[src/design/tcru_pkg.sv]
package tcru_pkg;

    localparam logic [0:0] KIND_LOAD   = 1'b0;
    localparam logic [0:0] KIND_SAMPLE = 1'b1;

    localparam logic [1:0] CFG_EXPERT_COUNT = 2'd0;
    localparam logic [1:0] CFG_ROUTE_COUNT  = 2'd1;

    localparam logic [4:0] EXPERT_COUNT_RST = 5'd16;
    localparam logic [2:0] ROUTE_COUNT_RST  = 3'd3;

    localparam logic signed [2:0] ELEM_MAX = 3'sd3;
    localparam logic signed [2:0] ELEM_MIN = -3'sd3;

    localparam int          DIST_OUT_MAX = 511;
    localparam logic [31:0] COUNT_MAX    = 32'hFFFF_FFFF;

    typedef enum logic [2:0] {
        ST_CLEAR,
        ST_IDLE,
        ST_LOAD_WR,
        ST_SCAN,
        ST_PICK_RD,
        ST_PICK_WR
    } tcru_state_t;

    typedef struct packed {
        logic       vld;
        logic [7:0] expert;
    } tcru_tag_t;

    function automatic logic signed [2:0] clamp_elem(input logic signed [31:0] v);
        logic signed [2:0] r;
        if (v > 32'sd3)
            r = ELEM_MAX;
        else if (v < -32'sd3)
            r = ELEM_MIN;
        else
            r = v[2:0];
        return r;
    endfunction

    function automatic logic [2:0] abs_diff(input logic signed [2:0] a,
                                            input logic signed [2:0] b);
        logic signed [3:0] d;
        d = 4'(a) - 4'(b);
        if (d < 4'sd0)
            d = -d;
        return d[2:0];
    endfunction

    function automatic logic signed [2:0] sat_add(input logic signed [2:0] a,
                                                  input logic signed [2:0] b);
        logic signed [3:0] s;
        logic signed [2:0] r;
        s = 4'(a) + 4'(b);
        if (s > 4'sd3)
            r = ELEM_MAX;
        else if (s < -4'sd3)
            r = ELEM_MIN;
        else
            r = s[2:0];
        return r;
    endfunction

endpackage

[src/design/tcru_l1dist.sv]
module tcru_l1dist #(
    parameter int VECTOR_DIM = 64,
    parameter int DW         = 9
) (
    input  logic                      clk,
    input  logic                      rst_n,
    input  logic [3*VECTOR_DIM-1:0]   row,
    input  logic [3*VECTOR_DIM-1:0]   samp,
    input  tcru_pkg::tcru_tag_t       tag_in,
    output logic [DW-1:0]             dist_out,
    output tcru_pkg::tcru_tag_t       tag_out
);

    localparam int NG  = (VECTOR_DIM + 7) / 8;
    localparam int PW  = NG * 8 * 3;
    localparam int GSW = 6;

    logic [PW-1:0]  row_pad;
    logic [PW-1:0]  samp_pad;
    logic [GSW-1:0] grp_next [NG];
    logic [GSW-1:0] grp_reg  [NG];
    logic [DW-1:0]  sum_next;
    logic [DW-1:0]  dist_reg;
    tcru_pkg::tcru_tag_t tag_a_reg;
    tcru_pkg::tcru_tag_t tag_b_reg;

    assign row_pad  = PW'(row);
    assign samp_pad = PW'(samp);

    always_comb
    begin
        for (int g = 0; g < NG; g++)
        begin
            grp_next[g] = '0;
            for (int j = 0; j < 8; j++)
            begin
                grp_next[g] = grp_next[g] + GSW'(tcru_pkg::abs_diff(
                    row_pad[(g*8+j)*3 +: 3], samp_pad[(g*8+j)*3 +: 3]));
            end
        end
    end

    always_comb
    begin
        sum_next = '0;
        for (int g = 0; g < NG; g++)
        begin
            sum_next = sum_next + DW'(grp_reg[g]);
        end
    end

    always_ff @(posedge clk or negedge rst_n)
    begin
        if (!rst_n)
        begin
            tag_a_reg <= '0;
            tag_b_reg <= '0;
        end
        else
        begin
            tag_a_reg <= tag_in;
            tag_b_reg <= tag_a_reg;
        end
    end

    always_ff @(posedge clk)
    begin
        grp_reg  <= grp_next;
        dist_reg <= sum_next;
    end

    assign dist_out = dist_reg;
    assign tag_out  = tag_b_reg;

endmodule

[config.mk]
export PLATFORM = sky130hd
export DESIGN_NAME = tcru_l1dist
export DESIGN_NICKNAME = d
export VERILOG_FILES = /design/src/design/tcru_pkg.sv /design/src/design/tcru_l1dist.sv
export SDC_FILE = /design/constraint.sdc
export NUM_CORES = 1
export LEC_CHECK = 0
export BUFFER_PORTS_ARGS = -buffer_cell sky130_fd_sc_hd__buf_4
export CORE_ASPECT_RATIO = 1.75
export CORE_MARGIN = 2
export CORE_UTILIZATION = 50
export CTS_CLUSTER_SIZE = 16
export DETAILED_ROUTE_END_ITERATION = 8
export GPL_ROUTABILITY_DRIVEN = 0
export PLACE_DENSITY = 0.74
export SLEW_MARGIN = 20
export SYNTH_ARGS = -nofsm -noshare
export SYNTH_HDL_FRONTEND = slang
export SYNTH_SLANG_ARGS = --single-unit
[constraint.sdc]
create_clock -name clk -period 4.6 [get_ports clk]
set_clock_uncertainty 0.2 [all_clocks]
set_input_delay 0.69 -clock clk [delete_from_list [all_inputs] [get_ports clk]]
set_output_delay 0.69 -clock clk [all_outputs]
set_load 0.02 [all_outputs]
# After elaboration in Yosys (flattened, before gate mapping)
# Cells that the tools add are included.
# word_totals
regBits,75
inputBits,395
output_inout_bits,18
elab_cells,332
# classes
addsub,191
n_lt_le_gt_ge,64
mux,64
# op_table
cell,count
4-bit by 1-bit less-than comparator with 1-bit output (second input constant),64
3-bit by 3-bit subtractor with 4-bit output,64
6-bit by 3-bit adder with 6-bit output,32
3-bit two-way mux,64
3-bit negator,64
5-bit by 3-bit adder with 6-bit output,8
4-bit by 3-bit adder with 5-bit output,8
9-bit by 6-bit adder with 9-bit output,4
3-bit by 3-bit adder with 4-bit output,8
8-bit by 6-bit adder with 9-bit output,1
7-bit by 6-bit adder with 8-bit output,1
6-bit by 6-bit adder with 7-bit output,1

# Depth between registers and ports, before layout
# logic_depth
depth_word,10
depth_mapped,21
ltp_nobuf,21

# Least setup slack after synthesis
# OpenSTA, ideal clock, no wires.
# synth_path
kind,input to register
start,input port row[144]
end,register grp_reg[10] (netlist bit)
arrival_time_ns,5.122
slack_ns,-0.840
cell_stages,18
path_buffers,0
path_cell_list,inv_1 > ha_1 > inv_1 > fa_1 > inv_1 > ha_1 > o311a_2 > a311o_1 > fa_1 > inv_1 > fa_1 > fa_1 > fa_1 > inv_1 > ha_1 > inv_1 > fa_1 > xnor2_1
# synth_rtl
element,line_no,text
"start, declared",tcru_l1dist.sv:7,"input logic [3*VECTOR_DIM-1:0] row,"
"end signal, assigned",tcru_l1dist.sv:68,grp_reg <= grp_next;
"end, declared",tcru_l1dist.sv:21,logic [GSW-1:0] grp_reg [NG];

==> impl_metrics.env <==
export IMPL_outcome="finished with violations"
export IMPL_violations="negative setup slack"
export IMPL_die_y_um=260
export IMPL_final_hold_viol_count=0
export IMPL_drv_slew=0
export IMPL_synth_edf_count=0
export IMPL_fmax_ghz=0.190
export IMPL_port_buffers=412
export IMPL_via_per_inst=5.28
export IMPL_fin_util=0.745
export IMPL_grt_usage=0.268
export IMPL_synth_flop_cell="dfxtp_1"
export IMPL_async_reset_ff_frac=0.240
export IMPL_cts_tree="yes"
export IMPL_drt_wirelength_per_cell_um=15.9
export IMPL_cp_num_buf_inv=8
export IMPL_critPathMaxFanout=3
export IMPL_finalWirelength_um=53300
export IMPL_design_area_sq_um=27500
export IMPL_r2r_start="grp_reg[2]$_DFF_P_"
export IMPL_yosys_warnings=0
export IMPL_grt_max_degree=19
export IMPL_drtIter0Drc=441
export IMPL_dpl_instance_area_sq_um=25300
export IMPL_cp_top_family="adder cells"
export IMPL_finalCriticalPeriod_ns=5.25
export IMPL_ant_nets=0
export IMPL_synthCells=2068
export IMPL_die_x_um=150
export IMPL_path_clk_slew_ns=0.06
export IMPL_htree_levels=3
export IMPL_yosysSeqAreaShare=0.0852
export IMPL_cp_arrival_ns=5.30
export IMPL_hpwl_um=45400
export IMPL_overflow=0
export IMPL_coreArea_sq_um=36900
export IMPL_power_leakage_nw=14.6
export IMPL_ir_worst_vdd_uv=1580
export IMPL_synth_cell_area_sq_um=18700
export IMPL_r2r_setup_slack_ns=0.35
export IMPL_crit_chain="buf_4 > inv_12 > ha_4 > inv_2 > fa_1 > inv_2 > ha_2 > nand2b_4 > mux2i_1 > a311o_1 > fa_1 > fa_1 > fa_1 > inv_2 > fa_2 > inv_2 > ha_4 > inv_2 > fa_2 > inv_2"
export IMPL_cts_buffers=9
export IMPL_cp_common_cell="inv_2"
export IMPL_powerDensity_nw_per_um2=703
export IMPL_die_area_sq_um=39000
export IMPL_slew_headroom=0.664
export IMPL_cts_root_buf="clkbuf_16"
export IMPL_cts_num_sinks=75
export IMPL_cts_hold_buf=0
export IMPL_nets=3810
export IMPL_clock_latency_ns=0.34
export IMPL_antenna_found_initial=0
export IMPL_crit_path_end_kind="flop"
export IMPL_first_pass_iters=5
export IMPL_io_pins=413
export IMPL_drive_above_1_share=0.417
export IMPL_totalPowerFinal_mw=19.3
export IMPL_row_count=93
export IMPL_layout_setup_ws_ns=-0.652
export IMPL_cp_slowest_stage_delay_ns=0.58
export IMPL_route_detailed_drc=0
export IMPL_synth_fp_nets=3011
export IMPL_grt_first_pass_wirelength_um=85600
export IMPL_start_util=0.507
export IMPL_start_kind="input port"
export IMPL_antennaDiodeCount=0
export IMPL_final_setup_viol_count=32
export IMPL_hold_class="in2async"
export IMPL_maxCapViolCount=0
export IMPL_largest_reg_flops=48
export IMPL_reg2reg_to="dist_out[8]$_DFF_P_"
export IMPL_vias=17700
export IMPL_grt_pass1_vias=19800
export IMPL_clockBufferDepth=2
export IMPL_slowest_stage="fa_1"
export IMPL_rsz0062_at_grt="yes"
export IMPL_crit_type="in2reg"
export IMPL_synth_area_per_cell_sq_um=9.04
export IMPL_syn2layout_area_growth_pct=47.1
export IMPL_ys_seq_elements=75
export IMPL_ff2ff_path_depth=13
export IMPL_synthDistinctLibCells=39
export IMPL_required_ns=4.65
export IMPL_finalCritPeriodShare=1.14
export IMPL_worstMarginPinSlew_ns=0.500
==> cells by family (layout without fill, tap and decap cells) <==
| group | Yosys count | after routing | synth area share |
|---|---|---|---|
| buffers and inverters | 638 | 1442 | 0.128 |
| xor gates and xnor gates | 11 | 11 | 0.00516 |
| muxes | 101 | 101 | 0.0558 |
| AOI/OAI and AO/OA | 284 | 284 | 0.131 |
| and+or+nand+nor | 411 | 411 | 0.133 |
| DFF | 75 | 75 | 0.0852 |
| adders and majority gates | 548 | 548 | 0.461 |
==> placed cells by master, fill, tap and decap left out, types with 16 or more instances in the layout <==
cell type	count
a21o_1	19
nor2b_1	80
a311o_1	36
nand2b_4	33
o31a_1	28
ha_2	22
inv_4	20
fa_2	43
buf_6	24
ha_1	218
buf_4	761
inv_1	498
nor3_1	71
mux2_2	26
dfxtp_1	57
inv_2	110
ha_4	73
o31ai_1	44
a211oi_1	16
dfrtp_1	18
nand2b_1	143
fa_1	192
a311oi_2	22
mux2i_1	72
o311a_1	68
nand2_1	23
==> power by group <==
part / internal (mW) / switching, mW / total [mW]
logic: 8.36 / 8.83 / 17.2
registers: 1.28 / 0.146 / 1.43
clock network: 0.419 / 0.288 / 0.707
total: 10.1 / 9.27 / 19.3
==> how the worst max path moves through the flow <==
stage,endpoint,depth (start not counted),slack [ns],start
2_1_floorplan,grp_reg[45]$_DFF_P_,18,-0.73,row[15]
3_3_place_gp,grp_reg[45]$_DFF_P_,21,-1.09,row[0]
3_5_place_dp,grp_reg[34]$_DFF_P_,19,-1.16,row[63]
4_1_cts,grp_reg[27]$_DFF_P_,19,-0.70,row[81]
5_1_grt,grp_reg[33]$_DFF_P_,20,-0.76,row[51]
6_report,grp_reg[33]$_DFF_P_,20,-0.65,row[63]
==> worst reg2reg max path, cell delays in order (launching register included) <==
cell and delay [ns]:
dfxtp_1 0.30, inv_1 0.06, fa_1 0.52, fa_1 0.55, inv_1 0.06, fa_1 0.53, inv_1 0.06, fa_1 0.55
inv_1 0.05, ha_1 0.24, fa_1 0.44, a211oi_1 0.26, o21ai_0 0.15, a21o_1 0.19
==> through the flow <==
step	worst slack, ns	hold WS, ns	setup TNS [ns]	instances
final	-0.652	0.0133	-13.88	3347
after global routing	-0.755	0.0264	-17.45	3347
after CTS	-0.696	0.0139	-14.46	3325
after detailed placement	-1.16	0.135	-31.92	3269
after global placement	-1.09	0.132	-29.31	3269
after floorplan	-0.732	0.131	-16.86	2068
==> synthesized netlist by cell type, drive strengths merged (2+ instances only) <==
master | instances | area, sq um
a21oi | 3 | 15.0
a311o | 36 | 360
o21ai | 3 | 15.0
o211ai | 13 | 97.6
nor2 | 8 | 30.0
a31o | 3 | 26.3
mux2i | 75 | 751
nor4b | 16 | 140
dfxtp | 57 | 1140
a21o | 19 | 143
xnor2 | 8 | 70.1
nor3 | 73 | 365
nor2b | 80 | 500
o311ai | 2 | 17.5
o31ai | 47 | 353
inv | 638 | 2390
nand2b | 176 | 1100
fa | 235 | 4700
a211oi | 16 | 120
mux2 | 26 | 293
xor2 | 3 | 26.3
or4 | 7 | 52.6
dfrtp | 18 | 450
a31oi | 11 | 68.8
ha | 313 | 3920
nand2 | 23 | 86.3
o31a | 28 | 245
nor4 | 15 | 93.8
o311a | 71 | 714
or4b | 8 | 80.1
and3 | 2 | 12.5
a311oi | 30 | 263
==> layer usage <==
| layer | track usage | wire [um] | up-vias |
|---|---|---|---|
| met1 | 0.249 | 17600 | 8486 |
| met5 | 0 | 0 | - |
| met2 | 0.548 | 30500 | 494 |
| met4 | 0.138 | 3110 | 0 |
| li1 | - | - | 8484 |
| met3 | 0.0358 | 2110 | 197 |
==> layout make-up <==
| type | count | area, sq um |
|---|---|---|
| repair buffers | 788 | 6030 |
| flip-flops and latches | 75 | 1590 |
| well taps | 475 | 594 |
| inverters | 638 | 2560 |
| clock buffers | 11 | 264 |
| fillers | 2618 | 9410 |
| multi-input cells | 1355 | 16400 |
| clock inverters | 5 | 42.5 |
==> what timing repair did <==
item | CTS | global route
gates cloned | 0 | 0
pin swaps | 150 | 148
setup buffers | 42 | 22
setup endpoints to repair | 36 | 40
resized for setup | 164 | 192
Note: power is estimated with default switching activity, not from simulation.
